--- src/s512t_pkg.sv ---
`timescale 1ns / 1ps
package s512t_pkg;

  localparam int unsigned WordW = 64;

  typedef logic [WordW-1:0] word_t;

  typedef enum logic [2:0] {
    ST_IDLE,
    ST_ROUND,
    ST_PAD,
    ST_EMIT
  } state_e;

  // Word source for a schedule-window write.
  typedef enum logic [2:0] {
    SRC_MSG,
    SRC_ZERO,
    SRC_MARK,
    SRC_LEN_HI,
    SRC_LEN_LO
  } wsrc_e;

  // Controller to datapath.
  typedef struct packed {
    logic  push;       // write one word into the window
    wsrc_e src;
    logic  load_final; // select masked final word for the push
    logic  start;      // copy chaining value into working registers
    logic  round;      // run one round
    logic  finish;     // add working registers into chaining value
    logic  reinit;     // return to initial values
  } dp_cmd_t;

  // Datapath to controller.
  typedef struct packed {
    logic [3:0] fill;
  } dp_stat_t;

  localparam word_t IV [8] = '{
    64'h8C3D37C819544DA2, 64'h73E1996689DCD4D6,
    64'h1DFAB7AE32FF9C82, 64'h679DD514582F9FCF,
    64'h0F6D2B697BD44DA8, 64'h77E36F7304C48942,
    64'h3F9D85A86A1D36C8, 64'h1112E6AD91D692A1
  };

  localparam logic [7:0] PadByte = 8'h80;

  localparam word_t K [80] = '{
    64'h428a2f98d728ae22, 64'h7137449123ef65cd, 64'hb5c0fbcfec4d3b2f, 64'he9b5dba58189dbbc,
    64'h3956c25bf348b538, 64'h59f111f1b605d019, 64'h923f82a4af194f9b, 64'hab1c5ed5da6d8118,
    64'hd807aa98a3030242, 64'h12835b0145706fbe, 64'h243185be4ee4b28c, 64'h550c7dc3d5ffb4e2,
    64'h72be5d74f27b896f, 64'h80deb1fe3b1696b1, 64'h9bdc06a725c71235, 64'hc19bf174cf692694,
    64'he49b69c19ef14ad2, 64'hefbe4786384f25e3, 64'h0fc19dc68b8cd5b5, 64'h240ca1cc77ac9c65,
    64'h2de92c6f592b0275, 64'h4a7484aa6ea6e483, 64'h5cb0a9dcbd41fbd4, 64'h76f988da831153b5,
    64'h983e5152ee66dfab, 64'ha831c66d2db43210, 64'hb00327c898fb213f, 64'hbf597fc7beef0ee4,
    64'hc6e00bf33da88fc2, 64'hd5a79147930aa725, 64'h06ca6351e003826f, 64'h142929670a0e6e70,
    64'h27b70a8546d22ffc, 64'h2e1b21385c26c926, 64'h4d2c6dfc5ac42aed, 64'h53380d139d95b3df,
    64'h650a73548baf63de, 64'h766a0abb3c77b2a8, 64'h81c2c92e47edaee6, 64'h92722c851482353b,
    64'ha2bfe8a14cf10364, 64'ha81a664bbc423001, 64'hc24b8b70d0f89791, 64'hc76c51a30654be30,
    64'hd192e819d6ef5218, 64'hd69906245565a910, 64'hf40e35855771202a, 64'h106aa07032bbd1b8,
    64'h19a4c116b8d2d0c8, 64'h1e376c085141ab53, 64'h2748774cdf8eeb99, 64'h34b0bcb5e19b48a8,
    64'h391c0cb3c5c95a63, 64'h4ed8aa4ae3418acb, 64'h5b9cca4f7763e373, 64'h682e6ff3d6b2b8a3,
    64'h748f82ee5defb2fc, 64'h78a5636f43172f60, 64'h84c87814a1f0ab72, 64'h8cc702081a6439ec,
    64'h90befffa23631e28, 64'ha4506cebde82bde9, 64'hbef9a3f7b2c67915, 64'hc67178f2e372532b,
    64'hca273eceea26619c, 64'hd186b8c721c0c207, 64'heada7dd6cde0eb1e, 64'hf57d4f7fee6ed178,
    64'h06f067aa72176fba, 64'h0a637dc5a2c898a6, 64'h113f9804bef90dae, 64'h1b710b35131c471b,
    64'h28db77f523047d84, 64'h32caab7b40c72493, 64'h3c9ebe0a15c9bebc, 64'h431d67c49c100d4c,
    64'h4cc5d4becb3e42b6, 64'h597f299cfc657e2a, 64'h5fcb6fab3ad6faec, 64'h6c44198c4a475817
  };

endpackage

--- src/s512t_ctrl.sv ---
`timescale 1ns / 1ps
module s512t_ctrl (
  input  logic                 clk_i,
  input  logic                 rst_ni,
  input  logic                 in_valid_i,
  input  logic                 in_final_i,
  input  logic [3:0]           in_vb_i,
  output logic                 in_ready_o,
  output logic                 out_valid_o,
  input  logic                 out_ready_i,
  output logic [1:0]           out_idx_o,
  output logic [6:0]           round_o,
  input  s512t_pkg::dp_stat_t  stat_i,
  output s512t_pkg::dp_cmd_t   cmd_o
);
  import s512t_pkg::*;

  state_e state_q, state_d;
  logic [6:0] rnd_q, rnd_d;
  logic [1:0] idx_q, idx_d;
  logic padding_q, padding_d;   // block in flight belongs to the tail
  logic mark_q, mark_d;         // 0x80 still owed as its own word
  logic lenblk_q, lenblk_d;     // block in flight carries the length
  logic lenhi_q;                // last push was the length high word
  logic accept, full;

  assign accept = in_valid_i && in_ready_o;
  assign full   = stat_i.fill == 4'd15;

  always_comb begin
    state_d = state_q; rnd_d = rnd_q; idx_d = idx_q;
    padding_d = padding_q; mark_d = mark_q;
    case (state_q)
      ST_IDLE: if (accept) begin
        if (in_final_i) begin
          padding_d = 1'b1;
          mark_d = in_vb_i >= 4'd8;
        end
        if (full) begin
          state_d = ST_ROUND; rnd_d = '0;
        end else if (in_final_i) state_d = ST_PAD;
      end
      ST_PAD: begin
        if (mark_q) mark_d = 1'b0;
        if (full) begin
          state_d = ST_ROUND; rnd_d = '0;
        end
      end
      ST_ROUND: begin
        if (rnd_q == 7'd81) begin
          if (!padding_q) state_d = ST_IDLE;
          else if (stat_i.fill == 4'd0 && !mark_q) state_d = ST_PAD;
          else state_d = ST_PAD;
        end else rnd_d = rnd_q + 7'd1;
      end
      ST_EMIT: if (out_ready_i) begin
        idx_d = idx_q + 2'd1;
        if (idx_q == 2'd3) begin
          state_d = ST_IDLE; padding_d = 1'b0;
        end
      end
      default: state_d = ST_IDLE;
    endcase
    // tail complete when the length block just finished
    if (state_q == ST_ROUND && rnd_q == 7'd81 && padding_q && lenblk_q) begin
      state_d = ST_EMIT; idx_d = '0;
    end
  end

  always_comb begin
    lenblk_d = lenblk_q;
    if (state_q == ST_PAD && stat_i.fill == 4'd15 && lenhi_q) lenblk_d = 1'b1;
    if (state_q == ST_EMIT) lenblk_d = 1'b0;
  end

  always_comb begin
    cmd_o = '0;
    cmd_o.src = SRC_ZERO;
    in_ready_o = state_q == ST_IDLE;
    out_valid_o = state_q == ST_EMIT;
    case (state_q)
      ST_IDLE: if (accept) begin
        cmd_o.push = 1'b1; cmd_o.src = SRC_MSG;
        cmd_o.load_final = in_final_i && in_vb_i < 4'd8;
      end
      ST_PAD: begin
        cmd_o.push = 1'b1;
        if (mark_q) cmd_o.src = SRC_MARK;
        else if (stat_i.fill == 4'd14) cmd_o.src = SRC_LEN_HI;
        else if (stat_i.fill == 4'd15 && lenhi_q) cmd_o.src = SRC_LEN_LO;
        else cmd_o.src = SRC_ZERO;
      end
      ST_ROUND: begin
        if (rnd_q == 7'd0) cmd_o.start = 1'b1;
        else cmd_o.round = 1'b1;
        if (rnd_q == 7'd81) begin
          cmd_o.round = 1'b0; cmd_o.finish = 1'b1;
        end
      end
      ST_EMIT: if (out_ready_i && idx_q == 2'd3) cmd_o.reinit = 1'b1;
      default: ;
    endcase
  end

  // length high word written at slot 14 of a pad pass; low follows in 15
  always_ff @(posedge clk_i or negedge rst_ni) begin
    if (!rst_ni) lenhi_q <= 1'b0;
    else if (cmd_o.push) lenhi_q <= cmd_o.src == SRC_LEN_HI;
  end

  always_ff @(posedge clk_i or negedge rst_ni) begin
    if (!rst_ni) begin
      state_q <= ST_IDLE; rnd_q <= '0; idx_q <= '0;
      padding_q <= 1'b0; mark_q <= 1'b0; lenblk_q <= 1'b0;
    end else begin
      state_q <= state_d; rnd_q <= rnd_d; idx_q <= idx_d;
      padding_q <= padding_d; mark_q <= mark_d; lenblk_q <= lenblk_d;
    end
  end

  // round index 1..80 drives round 0..79; 0 loads, 81 adds
  assign round_o = (rnd_q == 7'd0 || rnd_q > 7'd80) ? 7'd0 : rnd_q - 7'd1;
  assign out_idx_o = idx_q;

  a_emit_idle: assert property (@(posedge clk_i) disable iff (!rst_ni)
    out_valid_o |-> !in_ready_o) else $error("emit overlaps input");
  a_done: assert property (@(posedge clk_i) disable iff (!rst_ni)
    (out_valid_o && out_ready_i && idx_q == 2'd3) |=> state_q == ST_IDLE)
    else $error("no return to idle");
  a_rnd: assert property (@(posedge clk_i) disable iff (!rst_ni)
    state_q == ST_ROUND |-> rnd_q <= 7'd81) else $error("round overflow");
endmodule

--- config.mk ---
export PLATFORM = sky130hd
export DESIGN_NAME = s512t_ctrl
export DESIGN_NICKNAME = d
export VERILOG_FILES = /design/src/s512t_pkg.sv /design/src/s512t_ctrl.sv
export SDC_FILE = /design/constraint.sdc
export NUM_CORES = 1
export LEC_CHECK = 0
export ABC_CLOCK_PERIOD_IN_PS = 2200
export BUFFER_PORTS_ARGS = -buffer_cell sky130_fd_sc_hd__buf_2
export CORE_UTILIZATION = 45
export CTS_CLUSTER_SIZE = 25
export DETAILED_ROUTE_END_ITERATION = 10
export PLACE_DENSITY = 0.77
export SYNTH_ARGS = -nofsm -noshare
export SYNTH_HDL_FRONTEND = slang
export SYNTH_SLANG_ARGS = --single-unit
--- constraint.sdc ---
create_clock -name clk_i -period 2.2 [get_ports clk_i]
set_clock_uncertainty 0.15 [all_clocks]
set_input_delay 0.44 -clock clk_i [delete_from_list [all_inputs] [get_ports clk_i]]
set_output_delay 0.44 -clock clk_i [all_outputs]
set_load 0.1 [all_outputs]
# [Yosys cells after proc, flatten, opt, wreduce, memory -nomap -nowiden]
# Cells that the tools add are included.
[word_totals] inputBits=13 memories=0 latchBits=0 reg_bits=16 ramBits=0 rom_bits=0 output_inout_bits=20
[op_classes] reduce_logical=23 muxes=40 bitwise=0 n_addsub=3 mul=0 order_cmp=3 n_shift=0 div=0 n_eq_ne=19
[op_table] cell="$mux 3" count=12
[op_table] cell="$mux 7" count=4
[op_table] cell="$pmux 7 s3" count=1
[op_table] cell="$mux 1" count=13
[op_table] cell="$pmux 3 s4" count=1
[op_table] cell="$mux 2" count=5
[op_table] cell="$reduce_bool 2->1" count=5
[op_table] cell="$eq 3x2->1 const B" count=3
[op_table] cell="$logic_and 1x1->1" count=9
[op_table] cell="$ne 3x1->1 const B" count=3
[op_table] cell="$eq 4x4->1 const B" count=2
[op_table] cell="$pmux 4 s2" count=1
[op_table] cell="$add 7x1->7 const B" count=1
[op_table] cell="$eq 7x7->1 const B" count=1
[op_table] cell="$gt 7x7->1 const B" count=1
[op_table] cell="$logic_not 7->1" count=1
[op_table] cell="$sub 7x1->7 const B" count=1
[op_table] cell="$ne 2x1->1 const B" count=3
[op_table] cell="$reduce_and 3->1" count=2
[op_table] cell="$reduce_and 6->1" count=1
[op_table] cell="$mux 5" count=1
[op_table] cell="$reduce_and 5->1" count=1
[op_table] cell="$ge 4x4->1 const B" count=1
[op_table] cell="$lt 4x4->1 const B" count=1
[op_table] cell="12 further kinds" count=14

# [Depth between registers and ports, before layout]
[logic_depth] ltp_word=7 mapped_depth=6 ltp_nobuf=6

# [Worst setup path before layout]
# OpenSTA, ideal clock, no wires.
[synth_path] path_kind="register to output" startpoint="register state_q[1]" endpoint="output port cmd_o[4] (netlist bit)" required_ps=1610 t_arrival_ps=3537 path_slack_ps=-1927 path_stages_with_launch=3 path_cell_list="dfrtp_1 > clkbuf_1 > nor4_1"
[synth_lines] element="start, declared" line="s512t_ctrl.sv:18" source="state_e state_q, state_d;"
[synth_lines] element="start signal, assigned" line="s512t_ctrl.sv:116" source="state_q <= state_d; rnd_q <= rnd_d; idx_q <= idx_d;"
[synth_lines] element="end, declared" line="s512t_ctrl.sv:14" source="output s512t_pkg::dp_cmd_t cmd_o"

# [Worst setup path after layout]
[layout_path] startpoint="register rnd_q[0]" endpoint="output port round_o[3]"
[layout_between] elab_chain_len=3 word_cells_on_any_way=5
[layout_lines] element="start, declared" line="s512t_ctrl.sv:19" source="logic [6:0] rnd_q, rnd_d;"
[layout_lines] element="start signal, assigned" line="s512t_ctrl.sv:116"
[layout_lines] element="$gt 7x7->1 / $logic_not 7->1 (equally long branches)" line="s512t_ctrl.sv:122" source="assign round_o = (rnd_q == 7'd0 || rnd_q > 7'd80) ? 7'd0 : rnd_q - 7'd1;"
[layout_lines] element="$logic_or 1x1->1" line="s512t_ctrl.sv:122"
[layout_lines] element="$mux 7 *" line="s512t_ctrl.sv:122"
[layout_lines] element="end, declared" line="s512t_ctrl.sv:12" source="output logic [6:0] round_o,"
# Every way passes the cells marked *; elsewhere a longest branch is shown, timed or not.

==> results_dict.tcl <==
set metrics [dict create \
    synth_nets 151 \
    final_core_util_pct 84.1 \
    drt_iter0_drc 36 \
    crit_type "flop to output port" \
    clk_pin_slew_ns 0.09 \
    dpl.hpwl_um 2330 \
    synthTopCellsByArea "dfrtp_1, nor2_1, ha_1, xor2_1, nand2_1" \
    grt_pass1_vias 1130 \
    grt_pass1_wl_um 5220 \
    synthToLayoutAreaGrowth_pct 74.1 \
    path_depth 7 \
    syn_area_mm2 0.00109 \
    finalCritPeriodShare_pct 128 \
    htreeDepth 1 \
    clock_latency_ns 0.30 \
    cts_sinks 15 \
    outcome "complete, but fails checks" \
    slew_headroom_pct 68.5 \
    fin_nets 202 \
    cts_buffer_depth 2 \
    overflow 0 \
    violations "negative setup slack" \
    num_vias 1224 \
    fmax_mhz 354 \
    cp-start-kind "flop" \
    cts_buffers 3 \
    setup_slack_ns -0.625 \
    start_util_pct 48.3 \
    cp.required_ns 1.61 \
    ys_seq_area_share_pct 34.5 \
    r2r_slack_ns 0.10 \
    reg2reg_depth 9 \
    die_area_mm2 0.00262 \
    crit_family "simple AND/OR/NAND/NOR gates" \
    crit_slowest_cell "or4_4" \
    io_buffers 29 \
    grt_max_degree 16 \
    synth_cell_type_count 37 \
    synthCells 133 \
    hold_viol_final 0 \
    max_stage_delay_ns 0.46 \
    slew_viol_final 0 \
    coreArea_mm2 0.00225 \
    drc_errors 0 \
    synthArstFlopShare_pct 100 \
    synth_warnings 0 \
    root_buffer "clkbuf_4" \
    rsz0062_at_grt "true" \
    dieHeight_um 51.2 \
    first_pass_iters 4 \
    syn_area_per_cell_um2 8.18 \
    gp_congestion 0.824 \
    ys_ff_latch 15 \
    synth_top_area_share_pct 34.5 \
    synth_flop_cell "dfrtp_1" \
    n_antenna_cell 0 \
    routed_wl_um 3400 \
    r2r_start "rnd_q[1]" \
    period_needed_ns 2.83 \
    cp_max_fo 6 \
    crit_path_end "round_o[3]" \
    synth_area_leader_cell "dfrtp_1" \
    maxCapViolCount 0 \
    antenna_left 0 \
    antenna_found_initial 0 \
    std_cell_rows 17 \
    r2r_end "state_q[0]" \
    hold_class "input pin to flop" \
    worst_pin_slew_ns 0.465 \
    critPathArrivalTime_ns 2.24 \
    synth_edf_count 0 \
    final_cell_mix "buf_4, buf_12, nor2_1, buf_2, dfrtp_1" \
    die_w_um 51.2 \
    ios 33 \
    layout_commonest_cell "buf_4" \
    viasPerCell 5.80 \
    wl_per_cell_um 16.1 \
    cp-end-kind "output port" \
    startpoint "rnd_q[0]" \
    cts_tree "done" \
    drive_gt1_share_pct 49.7 \
    grtUsageTotal_pct 28.1 \
    crit_chain "inv_2 -> ha_4 -> or3b_4 -> or4_4 -> o21ai_4 -> nor2_4 -> buf_12" \
    crit_buf_inv 2 \
    setup_viol 10 \
]
## metrics by stage
step	setup WS (ns)	hold WS (ns)	instances	setup TNS [ns]	instance area, µm²
floorplan	-0.371	-0.00559	133	-2.75	1240
CTS	-0.596	0.367	208	-4.87	1820
global placement	-0.345	0.207	202	-2.37	1670
global route	-0.684	0.387	211	-5.84	1900
detailed placement	-0.372	0.208	202	-2.60	1670
finish	-0.625	0.377	211	-5.17	1900
## cells by family after synthesis
kind of cell | after synthesis | synth area share (%)
adder cells (fa/ha/maj) | 5 | 5.75
multiplexers | 4 | 3.91
XOR/XNOR | 9 | 7.24
buffers and inverters | 14 | 5.63
AO/OA/AOI/OAI | 18 | 10.9
flip-flops | 15 | 34.5
AND/OR/NAND/NOR | 68 | 32.1
## cell type report
class	instances	area [µm²]
multi-input cells	104	842
inverters	7	26.3
flip-flops and latches	15	380
clock inverters	1	5.00
well taps	28	35.0
fillers	110	359
clock buffers	3	22.5
repair buffers	53	584
## synthesized netlist by cell type (2+ instances only)
cell type  instances
a31oi_1            2
inv_1              7
nand3b_1           3
nor2b_1            4
dfrtp_1           15
nand2b_1           2
and3_1             4
nand4_1            5
o21ai_0            4
ha_1               5
mux2_2             2
clkbuf_1           5
xnor2_1            3
mux2i_1            2
nor3_1             5
nand3_1            4
nand2_1           10
nor2_1            23
o32ai_1            2
xor2_1             6
a21oi_1            4
## timing repair
item / 4_1_cts / 5_1_grt
resized for setup: 27 / 13
buffers inserted: 1 / 3
endpoints found under the setup margin: 11 / 12
hold buffers: 1 / 0
pin swaps: 2 / 3
endpoints found under the hold margin: 15 / 0
## tightest hold or removal path, stage by stage
cell and delay [ns]:
buf_2 0.11, o21bai_2 0.10, nand2_1 0.08, o31ai_1 0.06
## metal layers
layer | global-route usage (%) | vias to the layer above | part of all wire [%]
met4 | 16.2 | 0 | 2.9
met5 | 0 | - | 0
li1 | - | 569 | -
met3 | 4.46 | 17 | 6.0
met1 | 32.3 | 570 | 39
met2 | 48.7 | 68 | 52
## flip-flops by register name (all words and copies together) (netlist names)
register and flops:
lenblk_q 1, lenhi_q 1, mark_q 1, out_idx_o 2
padding_q 1, rnd_q 7, state_q 2
## worst min path at each step
stage,start,endpoint,slack [ns],cells past startpoint
floorplan,rst_ni,lenblk_q,-0.006,0
global placement,rst_ni,mark_q,0.21,1
detailed placement,rst_ni,mark_q,0.21,1
CTS,lenblk_q,lenblk_q,0.37,2
global route,in_valid_i,lenhi_q,0.39,4
finish,in_valid_i,lenhi_q,0.38,4
Power is not shown: default switching activity piles up to over one toggle a cycle in this logic, so the estimate is an artifact.
